$ cat src/dtp_pkg.sv
`timescale 1ns / 1ps
// ----------------------------------------------------------------------------
// dtp_pkg: shared definitions for the disparity reprojection block
// Field widths, register indexes, divider sizes and the flag bundle that
// travels with each item from the front end to the back end.
// ----------------------------------------------------------------------------
package dtp_pkg;

  // Field and register widths
  localparam int COL_W  = 12;
  localparam int DISP_W = 8;
  localparam int CX_W   = 20;
  localparam int REG_W  = 32;
  localparam int NEAR_W = 9;
  localparam int IDX_W  = 4;
  localparam int OUT_W  = 32;

  // Defaults of the top-level parameters
  localparam int COORD_BITS_DEF = 12;
  localparam int FRAC_BITS_DEF  = 16;

  // A positive w always fits in this many bits
  localparam int W_W = 41;
  // Quotient bits produced by the divider; larger quotients saturate
  localparam int QB  = 33;
  // Queue depth between the front and back ends
  localparam int QUEUE_DEPTH = 4;

  // Configuration register indexes
  typedef enum logic [IDX_W-1:0] {
    REG_CENTER_X  = 4'd0,
    REG_CENTER_Y  = 4'd1,
    REG_Y_SCALE   = 4'd2,
    REG_FOCAL_X   = 4'd3,
    REG_W_GAIN    = 4'd4,
    REG_W_OFFSET  = 4'd5,
    REG_DISP_NEAR = 4'd6,
    REG_DISP_FAR  = 4'd7
  } reg_idx_t;

  // Per-item flags: point kept, and signs of the x and y terms
  typedef struct packed {
    logic ok;
    logic x_neg;
    logic y_neg;
  } pt_flags_t;

  localparam int FLAGS_W = $bits(pt_flags_t);

endpackage

$ cat src/dtp_queue.sv
`timescale 1ns / 1ps
// ----------------------------------------------------------------------------
// dtp_queue: short item queue between the front and back ends
// A small register FIFO so that either side can stall on its own.
// ----------------------------------------------------------------------------
module dtp_queue #(
  parameter int WIDTH = 8,
  parameter int DEPTH = dtp_pkg::QUEUE_DEPTH
) (
  input  logic             clk,
  input  logic             rst_n,
  input  logic             push_valid,
  output logic             push_ready,
  input  logic [WIDTH-1:0] push_data,
  output logic             pop_valid,
  input  logic             pop_ready,
  output logic [WIDTH-1:0] pop_data
);
  import dtp_pkg::*;

  localparam int PTR_W = (DEPTH > 1) ? $clog2(DEPTH) : 1;
  localparam int CNT_W = $clog2(DEPTH + 1);

  logic [WIDTH-1:0] mem_r [DEPTH];
  logic [PTR_W-1:0] wr_ptr_r, rd_ptr_r;
  logic [CNT_W-1:0] count_r;
  logic             push, pop;

  assign push_ready = (count_r != CNT_W'(DEPTH));
  assign pop_valid  = (count_r != '0);
  assign push       = push_valid && push_ready;
  assign pop        = pop_valid && pop_ready;
  assign pop_data   = mem_r[rd_ptr_r];

  // Pointers and fill count
  always_ff @(posedge clk) begin
    if (!rst_n) begin
      wr_ptr_r <= '0;
      rd_ptr_r <= '0;
      count_r  <= '0;
    end else begin
      if (push) begin
        wr_ptr_r <= (wr_ptr_r == PTR_W'(DEPTH - 1)) ? '0 : wr_ptr_r + 1'b1;
      end
      if (pop) begin
        rd_ptr_r <= (rd_ptr_r == PTR_W'(DEPTH - 1)) ? '0 : rd_ptr_r + 1'b1;
      end
      if (push && !pop) begin
        count_r <= count_r + 1'b1;
      end else if (pop && !push) begin
        count_r <= count_r - 1'b1;
      end
    end
  end

  // Storage
  always_ff @(posedge clk) begin
    if (push) begin
      mem_r[wr_ptr_r] <= push_data;
    end
  end

endmodule

$ cat config.mk
export PLATFORM = sky130hd
export DESIGN_NAME = dtp_queue
export DESIGN_NICKNAME = d
export VERILOG_FILES = /design/src/dtp_pkg.sv /design/src/dtp_queue.sv
export SDC_FILE = /design/constraint.sdc
export NUM_CORES = 1
export LEC_CHECK = 0
export ABC_CLOCK_PERIOD_IN_PS = 4450
export BUFFER_PORTS_ARGS = -buffer_cell sky130_fd_sc_hd__buf_2
export CAP_MARGIN = 20
export CELL_PAD_IN_SITES_DETAIL_PLACEMENT = 0
export CELL_PAD_IN_SITES_GLOBAL_PLACEMENT = 1
export CORE_MARGIN = 4
export CORE_UTILIZATION = 50
export DETAILED_ROUTE_END_ITERATION = 6
export GPL_ROUTABILITY_DRIVEN = 0
export PLACE_DENSITY = 0.92
export SKIP_CTS_REPAIR_TIMING = 1
export SLEW_MARGIN = 20
export SYNTH_ARGS = -nofsm -noshare
export SYNTH_HDL_FRONTEND = slang
export SYNTH_SLANG_ARGS = --single-unit
$ cat constraint.sdc
create_clock -name clk -period 4.45 [get_ports clk]
set_clock_uncertainty 0.2 [all_clocks]
set_input_delay 0.445 -clock clk [delete_from_list [all_inputs] [get_ports clk]]
set_output_delay 0.445 -clock clk [all_outputs]
set_load 0.005 [all_outputs]
==> reports/results.txt <==
Vias in the first global route = 842
Hold path cells = 1
Overflow left after global routing = 0
Post-layout net count = 136
Area growth, synth to finish = 11.9%
Die area = 0.00425 sq mm
Worst slack, placed = 1.82 ns
Final-report hold violation count = 0
Clock Latency Late Sink = 0.34 ns
Critical Path Stages = 7
CP cell instances = o31ai_1 > ha_1 > inv_1 > fa_1 > xor2_1 > or3_2 > a21boi_0
CTS tree = done
Syn_area_per_cell = 17.6 sq um
First-pass GRT wire length = 4040 um
Commonest non-fill, non-tap cell in the layout = edfxtp_1
Post-synth top area cell = edfxtp_1
Hold WC Path Type = in -> reg
Tmin final = 2.63 ns
Clock root buffer = clkbuf_4
Final setup viols = 0
Worst Slack Setup Final = 1.82 ns
WL per Instance = 15.7 um
Site Rows = 20
Slowest cell on crit path = o31ai_1
Initial Utilization = 0.527
Status = completed
Crit path kind = reg -> reg
Worst path bufs/invs = 1
Netlist cell types = 26
Placed cells = 154
CP top delay family = adder cells
Via count = 868
Synthesized Nets = 112
Post-synthesis cell count = 93
Gr usage total = 0.135
Slew @ Worst Pin = 0.542 ns
Vias per inst = 5.36
Final non-filler cell total = 162
Total Power = 956 uW
I/O pin cnt = 22
Critical Path AT = 2.70 ns
Critical Path Fanout Max = 5
Max frequency = 381 MHz
Slew HR = 0.638
Port Buffers = 21
Worst hold start = push_data[1]
Setup crit end kind = register
Core Area = 0.00310 sq mm
Req. time, crit path = 4.52 ns
Synthesized area = 0.00164 sq mm
DRT iter0 DRCs = 30
Fraction of layout cells with a size suffix above 1 = 0.364
Post-DRT Antenna Nets = 0
Fillers = 257
DR DRC count = 0
P_leak = 0.667 nW
Ranking of synthesized cells by area = edfxtp_1, dfxtp_1, mux4_2
DIE WIDTH = 65.2 um
Synth top area share = 0.588
Initial antenna violation count = 0
Final Cycle Share = 0.590
DP HPWL = 1810 um
Final wirelength = 2540 um
Setup tns final = 0 ns
RSZ-0062 raised after global routing = no
Seq/Total Area, Yosys = 0.698
CP peak stage delay = 0.49 ns
Drt pass-1 iters = 4
Max Cap Viol = 0
CP Launch Point = count_r[1]$_SDFFE_PN0P_
H-tree depth = 2
DIE HEIGHT = 65.2 um
Commonest non-fill, non-tap cells in the layout = edfxtp_1, buf_2, dfxtp_1
Critical R2R Launch = count_r[1]$_SDFFE_PN0P_
N_diodes = 0
Reg-to-reg critical path endpoint = count_r[2]$_SDFFE_PN0P_
Sink of the worst hold path = mem_r[1][1]$_DFFE_PP_
Syn. warnings = 0
Min Hold Slack = 0.111 ns
Sink Count = 41
Reg2Reg Depth = 7
Final Slew Violations = 0
Register bit total from synthesis = 41
Worst VDD drop = 355 uV
PD cells = 522 mW/mm^2
Largest net degree at the start of global routing = 13
Startpoint Class = register
Longest Clk Path Bufs = 2
CTS Buf Count = 5
CTS clk-pin slew, worst paths = 0.11 ns
Setup slack, reg-to-reg = 1.82 ns
[metrics by stage]
| step | util | instance area [sq um] |
|---|---|---|
| after CTS | 0.590 | 1830 |
| after global placement | 0.573 | 1780 |
| final | 0.590 | 1830 |
| after detailed placement | 0.573 | 1780 |
| after floorplan | - | 1640 |
| after global routing | 0.590 | 1830 |
[per-layer routing]
layer	up-vias	track usage	wire length (um)
li1	406	-	-
met1	429	0.161	1090
met2	25	0.212	1240
met3	8	0.0410	133
met4	0	0.0855	76
met5	-	0	0
[logic make-up (layout without fill, tap and decap cells)]
family	Yosys count	in the layout	synth area share
DFF	41	41	0.698
and+or+nand+nor	20	20	0.0719
muxes	10	10	0.122
adders and majority gates	7	7	0.0581
buffers and inverters	7	32	0.0176
AOI/OAI and AO/OA	6	6	0.0214
xor gates and xnor gates	2	2	0.0107
[final cells by class]
| cell class | instances | area [sq um] | area share |
|---|---|---|---|
| flip-flops and latches | 41 | 1140 | 0.624 |
| multi-input cells | 45 | 465 | 0.254 |
| repair buffers | 21 | 105 | 0.0575 |
| well taps | 44 | 55.1 | 0.0301 |
| clock buffers | 6 | 41.3 | 0.0226 |
| inverters | 3 | 11.3 | 0.00616 |
| clock inverters | 2 | 10.0 | 0.00547 |
[synthesized netlist by cell type]
cell and count:
nand4_1 1, o31ai_1 1, nand3_1 2, and2_1 1
a21boi_0 1, buf_2 1, xnor2_1 1, mux4_2 8
dfxtp_1 9, clkbuf_2 1, clkbuf_1 1, nor2b_1 1
inv_1 3, mux2i_1 2, or3b_1 1, and2_4 1
nand2_1 5, fa_1 1, buf_1 1, ha_1 6
xor2_1 1, or3_2 2, nor2_1 2, and3_2 4
o21ai_0 4, edfxtp_1 32
[how the worst max path moves through the flow]
stage                              end
6_report       count_r[2]$_SDFFE_PN0P_
5_1_grt        count_r[2]$_SDFFE_PN0P_
4_1_cts        count_r[2]$_SDFFE_PN0P_
3_5_place_dp   count_r[2]$_SDFFE_PN0P_
3_3_place_gp   count_r[2]$_SDFFE_PN0P_
2_1_floorplan  count_r[2]$_SDFFE_PN0P_
[flip-flops by register name, indices dropped and copies added, names as in the netlist, named ones only]
signal    count
count_r       3
rd_ptr_r      2
mem_r        32
wr_ptr_r      2
[report_power, final]
part	switching (mW)	internal, mW
clock	0.111	0.0602
sequential	0.0508	0.471
combinational	0.117	0.145
No activity file was read; power rests on OpenSTA's default activity.
