$ cat src/dtp_pkg.sv
`timescale 1ns / 1ps
// ----------------------------------------------------------------------------
// dtp_pkg: shared definitions for the disparity reprojection block
// Field widths, register indexes, divider sizes and the flag bundle that
// travels with each item from the front end to the back end.
// ----------------------------------------------------------------------------
package dtp_pkg;

  // Field and register widths
  localparam int COL_W  = 12;
  localparam int DISP_W = 8;
  localparam int CX_W   = 20;
  localparam int REG_W  = 32;
  localparam int NEAR_W = 9;
  localparam int IDX_W  = 4;
  localparam int OUT_W  = 32;

  // Defaults of the top-level parameters
  localparam int COORD_BITS_DEF = 12;
  localparam int FRAC_BITS_DEF  = 16;

  // A positive w always fits in this many bits
  localparam int W_W = 41;
  // Quotient bits produced by the divider; larger quotients saturate
  localparam int QB  = 33;
  // Queue depth between the front and back ends
  localparam int QUEUE_DEPTH = 4;

  // Configuration register indexes
  typedef enum logic [IDX_W-1:0] {
    REG_CENTER_X  = 4'd0,
    REG_CENTER_Y  = 4'd1,
    REG_Y_SCALE   = 4'd2,
    REG_FOCAL_X   = 4'd3,
    REG_W_GAIN    = 4'd4,
    REG_W_OFFSET  = 4'd5,
    REG_DISP_NEAR = 4'd6,
    REG_DISP_FAR  = 4'd7
  } reg_idx_t;

  // Per-item flags: point kept, and signs of the x and y terms
  typedef struct packed {
    logic ok;
    logic x_neg;
    logic y_neg;
  } pt_flags_t;

  localparam int FLAGS_W = $bits(pt_flags_t);

endpackage

$ cat src/dtp_if.sv
`timescale 1ns / 1ps
// ----------------------------------------------------------------------------
// dtp_if: channel interfaces of the disparity reprojection block
// Pixel input channel, point output channel and register write channel.
// ----------------------------------------------------------------------------
interface dtp_in_if;
  import dtp_pkg::*;
  logic              valid;
  logic              ready;
  logic [COL_W-1:0]  column;
  logic [COL_W-1:0]  row;
  logic [DISP_W-1:0] disparity;
  modport source (output valid, column, row, disparity, input ready);
  modport sink   (input valid, column, row, disparity, output ready);
endinterface


interface dtp_cfg_if;
  import dtp_pkg::*;
  logic             valid;
  logic             ready;
  logic [IDX_W-1:0] index;
  logic [REG_W-1:0] data;
  modport source (output valid, index, data, input ready);
  modport sink   (input valid, index, data, output ready);
endinterface

$ cat src/dtp_front.sv
`timescale 1ns / 1ps
// ----------------------------------------------------------------------------
// dtp_front: register file, gating and homogeneous point terms
// Holds the configuration, gates each pixel on disparity and on w, and forms the
// scaled numerators and the w denominator over two pipeline stages.
// ----------------------------------------------------------------------------
module dtp_front #(
  parameter int COORD_BITS = dtp_pkg::COORD_BITS_DEF,
  parameter int FRAC_BITS  = dtp_pkg::FRAC_BITS_DEF,
  localparam int NUM_W     = 48 + FRAC_BITS
) (
  input  logic                  clk,
  input  logic                  rst_n,
  dtp_in_if.sink                in_if,
  dtp_cfg_if.sink               cfg_if,
  output logic                  push_valid,
  input  logic                  push_ready,
  output dtp_pkg::pt_flags_t    push_flags,
  output logic [dtp_pkg::W_W-1:0] push_den,
  output logic [NUM_W-1:0]      push_num_x,
  output logic [NUM_W-1:0]      push_num_y,
  output logic [NUM_W-1:0]      push_num_z
);
  import dtp_pkg::*;

  localparam int CB    = (COORD_BITS < COL_W) ? COORD_BITS : COL_W;
  localparam logic [COL_W-1:0] CMASK = COL_W'((64'd1 << CB) - 64'd1);
  localparam int XT_W  = CX_W + 1;
  localparam int WF_W  = W_W + 1;
  localparam int WP_W  = DISP_W + REG_W;

  logic [CX_W-1:0]   center_x_r, center_y_r;
  logic [REG_W-1:0]  y_scale_r, focal_x_r, w_gain_r, w_offset_r;
  logic [NEAR_W-1:0] disp_near_r;
  logic [DISP_W-1:0] disp_far_r;

  // Register writes; indexes past the list are dropped
  assign cfg_if.ready = 1'b1;

  always_ff @(posedge clk) begin
    if (!rst_n) begin
      center_x_r  <= '0;
      center_y_r  <= '0;
      y_scale_r   <= 32'd65536;
      focal_x_r   <= 32'd65536;
      w_gain_r    <= 32'd65536;
      w_offset_r  <= '0;
      disp_near_r <= 9'd256;
      disp_far_r  <= '0;
    end else if (cfg_if.valid) begin
      unique case (cfg_if.index)
        REG_CENTER_X:  center_x_r  <= cfg_if.data[CX_W-1:0];
        REG_CENTER_Y:  center_y_r  <= cfg_if.data[CX_W-1:0];
        REG_Y_SCALE:   y_scale_r   <= cfg_if.data;
        REG_FOCAL_X:   focal_x_r   <= cfg_if.data;
        REG_W_GAIN:    w_gain_r    <= cfg_if.data;
        REG_W_OFFSET:  w_offset_r  <= cfg_if.data;
        REG_DISP_NEAR: disp_near_r <= cfg_if.data[NEAR_W-1:0];
        REG_DISP_FAR:  disp_far_r  <= cfg_if.data[DISP_W-1:0];
        default: ;
      endcase
    end
  end

  // Stage enables: each stage moves when the one after it can take an item
  logic s1_v_r, s2_v_r;
  logic en1, en2;
  assign en2 = !s2_v_r || push_ready;
  assign en1 = !s1_v_r || en2;
  assign in_if.ready = en1;

  // Stage 1: gates, w, and the centred coordinates
  logic [WP_W-1:0]  wprod;
  logic [WF_W-1:0]  w_nxt;
  logic [COL_W-1:0] u_m, v_m;
  logic [XT_W-1:0]  xt_nxt, yd_nxt;
  logic             ok_nxt;

  always_comb begin
    wprod  = w_gain_r * in_if.disparity;
    w_nxt  = {{(WF_W-WP_W){1'b0}}, wprod}
           - {{(WF_W-REG_W){w_offset_r[REG_W-1]}}, w_offset_r};
    u_m    = in_if.column & CMASK;
    v_m    = in_if.row & CMASK;
    xt_nxt = {{(XT_W-COL_W-4){1'b0}}, u_m, 4'b0000} - {1'b0, center_x_r};
    yd_nxt = {{(XT_W-COL_W-4){1'b0}}, v_m, 4'b0000} - {1'b0, center_y_r};
    ok_nxt = ({1'b0, in_if.disparity} < disp_near_r) && (in_if.disparity > disp_far_r)
           && !w_nxt[WF_W-1] && (w_nxt[W_W-1:0] != '0);
  end

  logic [W_W-1:0]  s1_w_r;
  logic [XT_W-1:0] s1_xt_r, s1_yd_r;
  logic            s1_ok_r;

  always_ff @(posedge clk) begin
    if (!rst_n) begin
      s1_v_r <= 1'b0;
    end else if (en1) begin
      s1_v_r <= in_if.valid;
    end
  end

  always_ff @(posedge clk) begin
    if (en1) begin
      s1_w_r  <= w_nxt[W_W-1:0];
      s1_xt_r <= xt_nxt;
      s1_yd_r <= yd_nxt;
      s1_ok_r <= ok_nxt;
    end
  end

  // Stage 2: magnitudes, y scaling and alignment of the numerators
  logic [XT_W-1:0]       xabs, yabs;
  logic [CX_W+REG_W-1:0] yprod;

  always_comb begin
    xabs  = s1_xt_r[XT_W-1] ? (XT_W'(0) - s1_xt_r) : s1_xt_r;
    yabs  = s1_yd_r[XT_W-1] ? (XT_W'(0) - s1_yd_r) : s1_yd_r;
    yprod = yabs[CX_W-1:0] * y_scale_r;
  end

  always_ff @(posedge clk) begin
    if (!rst_n) begin
      s2_v_r <= 1'b0;
    end else if (en2) begin
      s2_v_r <= s1_v_r;
    end
  end

  always_ff @(posedge clk) begin
    if (en2) begin
      push_flags.ok    <= s1_ok_r;
      push_flags.x_neg <= s1_xt_r[XT_W-1];
      push_flags.y_neg <= s1_yd_r[XT_W-1];
      push_den   <= s1_w_r;
      push_num_x <= {{(NUM_W-CX_W-12-FRAC_BITS){1'b0}}, xabs[CX_W-1:0],
                     {(12+FRAC_BITS){1'b0}}};
      push_num_y <= {yprod, {(FRAC_BITS-4){1'b0}}};
      push_num_z <= {{(NUM_W-REG_W-FRAC_BITS){1'b0}}, focal_x_r, {FRAC_BITS{1'b0}}};
    end
  end

  assign push_valid = s2_v_r;

endmodule

$ cat src/flat_wrapper.sv
// flat-port wrapper written by rule: the top's interface ports become plain ports
module dtp_front_flat import dtp_pkg::*;
#(
  parameter int COORD_BITS = dtp_pkg::COORD_BITS_DEF,
  parameter int FRAC_BITS  = dtp_pkg::FRAC_BITS_DEF,
  localparam int NUM_W     = 48 + FRAC_BITS
)
  (clk, rst_n, push_valid, push_ready, push_flags, push_den, push_num_x, push_num_y, push_num_z, in_if_valid, in_if_column, in_if_row, in_if_disparity, in_if_ready, cfg_if_valid, cfg_if_index, cfg_if_data, cfg_if_ready);
  dtp_in_if in_if_i ();
  dtp_cfg_if cfg_if_i ();
  input  logic clk;
  input  logic rst_n;
  output logic push_valid;
  input  logic push_ready;
  output dtp_pkg::pt_flags_t push_flags;
  output logic [dtp_pkg::W_W-1:0] push_den;
  output logic [NUM_W-1:0] push_num_x;
  output logic [NUM_W-1:0] push_num_y;
  output logic [NUM_W-1:0] push_num_z;
  input wire logic [$bits(in_if_i.valid)-1:0] in_if_valid;
  input wire logic [$bits(in_if_i.column)-1:0] in_if_column;
  input wire logic [$bits(in_if_i.row)-1:0] in_if_row;
  input wire logic [$bits(in_if_i.disparity)-1:0] in_if_disparity;
  output wire logic [$bits(in_if_i.ready)-1:0] in_if_ready;
  input wire logic [$bits(cfg_if_i.valid)-1:0] cfg_if_valid;
  input wire logic [$bits(cfg_if_i.index)-1:0] cfg_if_index;
  input wire logic [$bits(cfg_if_i.data)-1:0] cfg_if_data;
  output wire logic [$bits(cfg_if_i.ready)-1:0] cfg_if_ready;
  assign in_if_i.valid = in_if_valid;
  assign in_if_i.column = in_if_column;
  assign in_if_i.row = in_if_row;
  assign in_if_i.disparity = in_if_disparity;
  assign in_if_ready = in_if_i.ready;
  assign cfg_if_i.valid = cfg_if_valid;
  assign cfg_if_i.index = cfg_if_index;
  assign cfg_if_i.data = cfg_if_data;
  assign cfg_if_ready = cfg_if_i.ready;
  dtp_front #(.COORD_BITS(COORD_BITS), .FRAC_BITS(FRAC_BITS)) u_core (.clk(clk), .rst_n(rst_n), .in_if(in_if_i), .cfg_if(cfg_if_i), .push_valid(push_valid), .push_ready(push_ready), .push_flags(push_flags), .push_den(push_den), .push_num_x(push_num_x), .push_num_y(push_num_y), .push_num_z(push_num_z));
endmodule
$ cat config.mk
export PLATFORM = sky130hd
export DESIGN_NAME = dtp_front_flat
export DESIGN_NICKNAME = d
export VERILOG_FILES = /design/src/dtp_pkg.sv /design/src/dtp_if.sv /design/src/dtp_front.sv /design/src/flat_wrapper.sv
export SDC_FILE = /design/constraint.sdc
export NUM_CORES = 2
export LEC_CHECK = 0
export BUFFER_PORTS_ARGS = -buffer_cell sky130_fd_sc_hd__buf_4
export CAP_MARGIN = 20
export CORE_MARGIN = 8
export CORE_UTILIZATION = 55
export DETAILED_ROUTE_END_ITERATION = 12
export HOLD_SLACK_MARGIN = 0.08
export PLACE_DENSITY = 0.69
export SLEW_MARGIN = 25
export SYNTH_ARGS = -nofsm -noshare
export SYNTH_HDL_FRONTEND = slang
export SYNTH_SLANG_ARGS = --single-unit
$ cat constraint.sdc
create_clock -name clk -period 13.7 [get_ports clk]
set_input_delay 1.37 -clock clk [delete_from_list [all_inputs] [get_ports clk]]
set_output_delay 1.37 -clock clk [all_outputs]
set_load 0.02 [all_outputs]
==> summary.txt <==
Final core utilization = 0.606
Tcrit/Tclk final = 0.750
Slowest stage delay, CP = 0.76 ns
Post_cts resized = 0
Initial core utilization = 0.555
Syn Area/Cell = 9.25 sq um
Critical path's most frequent cell = fa_1
Register area = 10700 sq um
Largest net degree at the start of global routing = 95
Fin. max-slew vios = 0
Final WL = 128 mm
Die area = 97300 sq um
Gr busiest metal = met2
Commonest non-fill, non-tap cell in the layout = nand2_1
Vias in the first global route = 36.9k
Setup Viol. Count Final = 0
Kind of critical path = register to register
Drt drc = 0
Clock buffer count from CTS = 50
Worst relative slew slack = 0.280
Multi-input gate area = 33300 sq um
CP arrival = 10.67 ns
Leakage power = 24.7 nW
Setup crit end kind = register
RSZ-0062 raised after global routing = no
Minimum clock period = 10.28 ns
Critical path launch point type = register
Synth Warn # = 0
Post-route cell area = 52600 sq um
Status = finished clean
Sw Pwr = 1.66 mW
Crit Path Max Fanout = 18
DPL Wire Length = 95.5 mm
Die Wd = 312 um
HP Class = register to register
Vias per Instance = 5.50
CP required = 14.10 ns
Vias = 35.7k
Flop pwr share = 0.354
First-pass GRT wire length = 205 mm
DR pass1 iterations = 5
FFs w/ async S/R, synth = 0
Switching Share = 0.360
Netlist area before placement = 48200 sq um
FMAX = 97.3 MHz
DRT iter0 DRCs = 2473
Clock Skew = 0.0542 ns
GR Util met3 = 0.0506
GPL Wtd Cong = 0.878
DP Area = 50700 sq um
Setup WS post-layout = 3.42 ns
Post-synth EDFFs = 232
I/O Buffers = 222
Max-cap violations = 0
Synth area leader = fa_1
Final hold vios = 0
Synth cell types = 78
Main synth FF type = edfxtp_1
Post-synthesis register bit count = 419
CORE AREA = 86800 sq um
Clk Tree Root Cell = clkbuf_16
Met2 Use GR = 0.442
Clk buf depth = 3
Total number of H-tree levels = 2
DRT antenna net count = 0
Die height = 312 um
Int Power = 2.95 mW
Site Rows = 108
Remaining Overflow, GRT = 0
Peak VDD IR = 203 uV
Least-Margin Pin Slew = 1.08 ns
TNS Setup = 0 ns
Clk pwr share = 0.309
Routed WL per cell = 19.7 um
Post-CTS setup repair buffer count = 0
Yosys top cell area share = 0.298
Layout cells sized above 1 = 0.0749
Initial antenna violation count = 2
Num ports = 312
Clk pin slew, worst setup/hold paths = 0.06 ns
Area growth from synthesis to layout = 9.09%
Clock Latency Late Sink = 0.66 ns
Clock Sinks = 419
Fin nets = 6380
Commonest non-fill, non-tap cells in the layout = nand2_1 (911), inv_1 (843), fa_1 (717)
Power share of the combinational group = 0.337
Met1 usage in global routing = 0.343
Mapped Cells = 5211
Fillers = 7407
Post-synthesis sequential area ratio = 0.222
CTS tree = done
Dpl ws = 3.49 ns
Power per cell area = 87.8 nW/um^2
Synth area leaders = fa_1 (30%), edfxtp_1 (14%), ha_1 (7.9%)
Hold Buf Count CTS = 0
GRT Overall Usage = 0.262
CP max stage cell = a221oi_1
cells by family (layout without fill, tap and decap cells):
group | Yosys count | in the layout | share of synthesized area
XOR/XNOR | 159 | 159 | 0.0289
multiplexers | 23 | 23 | 0.00480
flip-flops | 419 | 419 | 0.222
AND/OR/NAND/NOR | 1737 | 1737 | 0.173
buffers and inverters | 1181 | 1209 | 0.0990
adder cells (fa/ha/maj) | 1023 | 1023 | 0.377
AO/OA/AOI/OAI | 667 | 667 | 0.0946
other | 2 | 94 | 0.000156
state kept, by name, summed over array words and instances (netlist names):
signal	cells
u_core.center_x_r	20
u_core.push_valid	1
u_core.s1_w_r	41
u_core.w_gain_r	32
u_core.s1_v_r	1
u_core.focal_x_r	32
u_core.s1_ok_r	1
u_core.push_den	41
u_core.push_num_y	52
u_core.push_flags	3
u_core.disp_far_r	8
u_core.s1_xt_r	21
u_core.center_y_r	20
u_core.w_offset_r	32
u_core.push_num_z	32
u_core.disp_near_r	9
u_core.push_num_x	20
u_core.y_scale_r	32
u_core.s1_yd_r	21
power by group through the flow:
stage                     registers, mW  clock network, mW  logic [mW]
after floorplan                    1.77                  0       0.870
after global placement             1.66                  0        1.50
after detailed placement           1.66                  0        1.52
after CTS                          1.64               1.46        1.53
after global routing               1.65               1.50        1.70
final                              1.63               1.43        1.55
metrics by stage:
| step | hold WS (ns) | instances | total power [mW] |
|---|---|---|---|
| final | 0.414 | 6486 | 4.62 |
| after global routing | 0.419 | 6481 | 4.85 |
| after CTS | 0.414 | 6477 | 4.63 |
| after detailed placement | 0.405 | 6383 | 3.18 |
| after global placement | 0.402 | 6382 | 3.16 |
| after floorplan | 0.400 | 5298 | 2.64 |
critical path, delay by kind of cell, from the launching register on:
| kind | cells | cell delay [ns] |
|---|---|---|
| adder cells (fa/ha/maj) | 8 | 3.77 |
| XOR/XNOR | 2 | 0.46 |
| flip-flops | 1 | 0.50 |
| AO/OA/AOI/OAI | 8 | 3.25 |
| AND/OR/NAND/NOR | 5 | 1.63 |
| buffers and inverters | 5 | 0.45 |
path summary, 6_finish.rpt:
| kind | from | to | slack [ns] | cells after the start |
|---|---|---|---|---|
| worst min register to register | u_core.s1_w_r[31] | u_core.push_den[31] | 0.41 | 0 |
| worst max register to register | u_core.s1_yd_r[3] | u_core.push_num_y[63] | 3.42 | 28 |
| worst min-delay path | u_core.s1_w_r[31] | u_core.push_den[31] | 0.41 | 0 |
| worst max-delay path | u_core.s1_yd_r[3] | u_core.push_num_y[63] | 3.42 | 28 |
synth_stat cells (89+ instances only):
| master | instances |
|---|---|
| inv_1 | 844 |
| dfxtp_1 | 187 |
| nand2_1 | 912 |
| a21boi_0 | 174 |
| nor2_1 | 97 |
| edfxtp_1 | 232 |
| xnor2_1 | 115 |
| buf_4 | 89 |
| clkbuf_1 | 242 |
| and2_1 | 444 |
| a21oi_1 | 144 |
| ha_1 | 306 |
| fa_1 | 717 |
final cells by class:
cell class                 count  share of cell area
antenna                        5            0.000238
timing repair buffer         271              0.0406
tap                         1155              0.0275
inverter                     844              0.0604
clock buffer                  66              0.0273
clock inverter                28             0.00669
sequential                   419               0.204
multi-input combinational   3698               0.634
per-layer routing:
metal | wire [um] | up-vias
li1 | - | 16343
met1 | 51600 | 17952
met2 | 62000 | 1180
met3 | 10000 | 214
met4 | 4020 | 0
met5 | 0 | -
(Power assumes the default switching activity.)
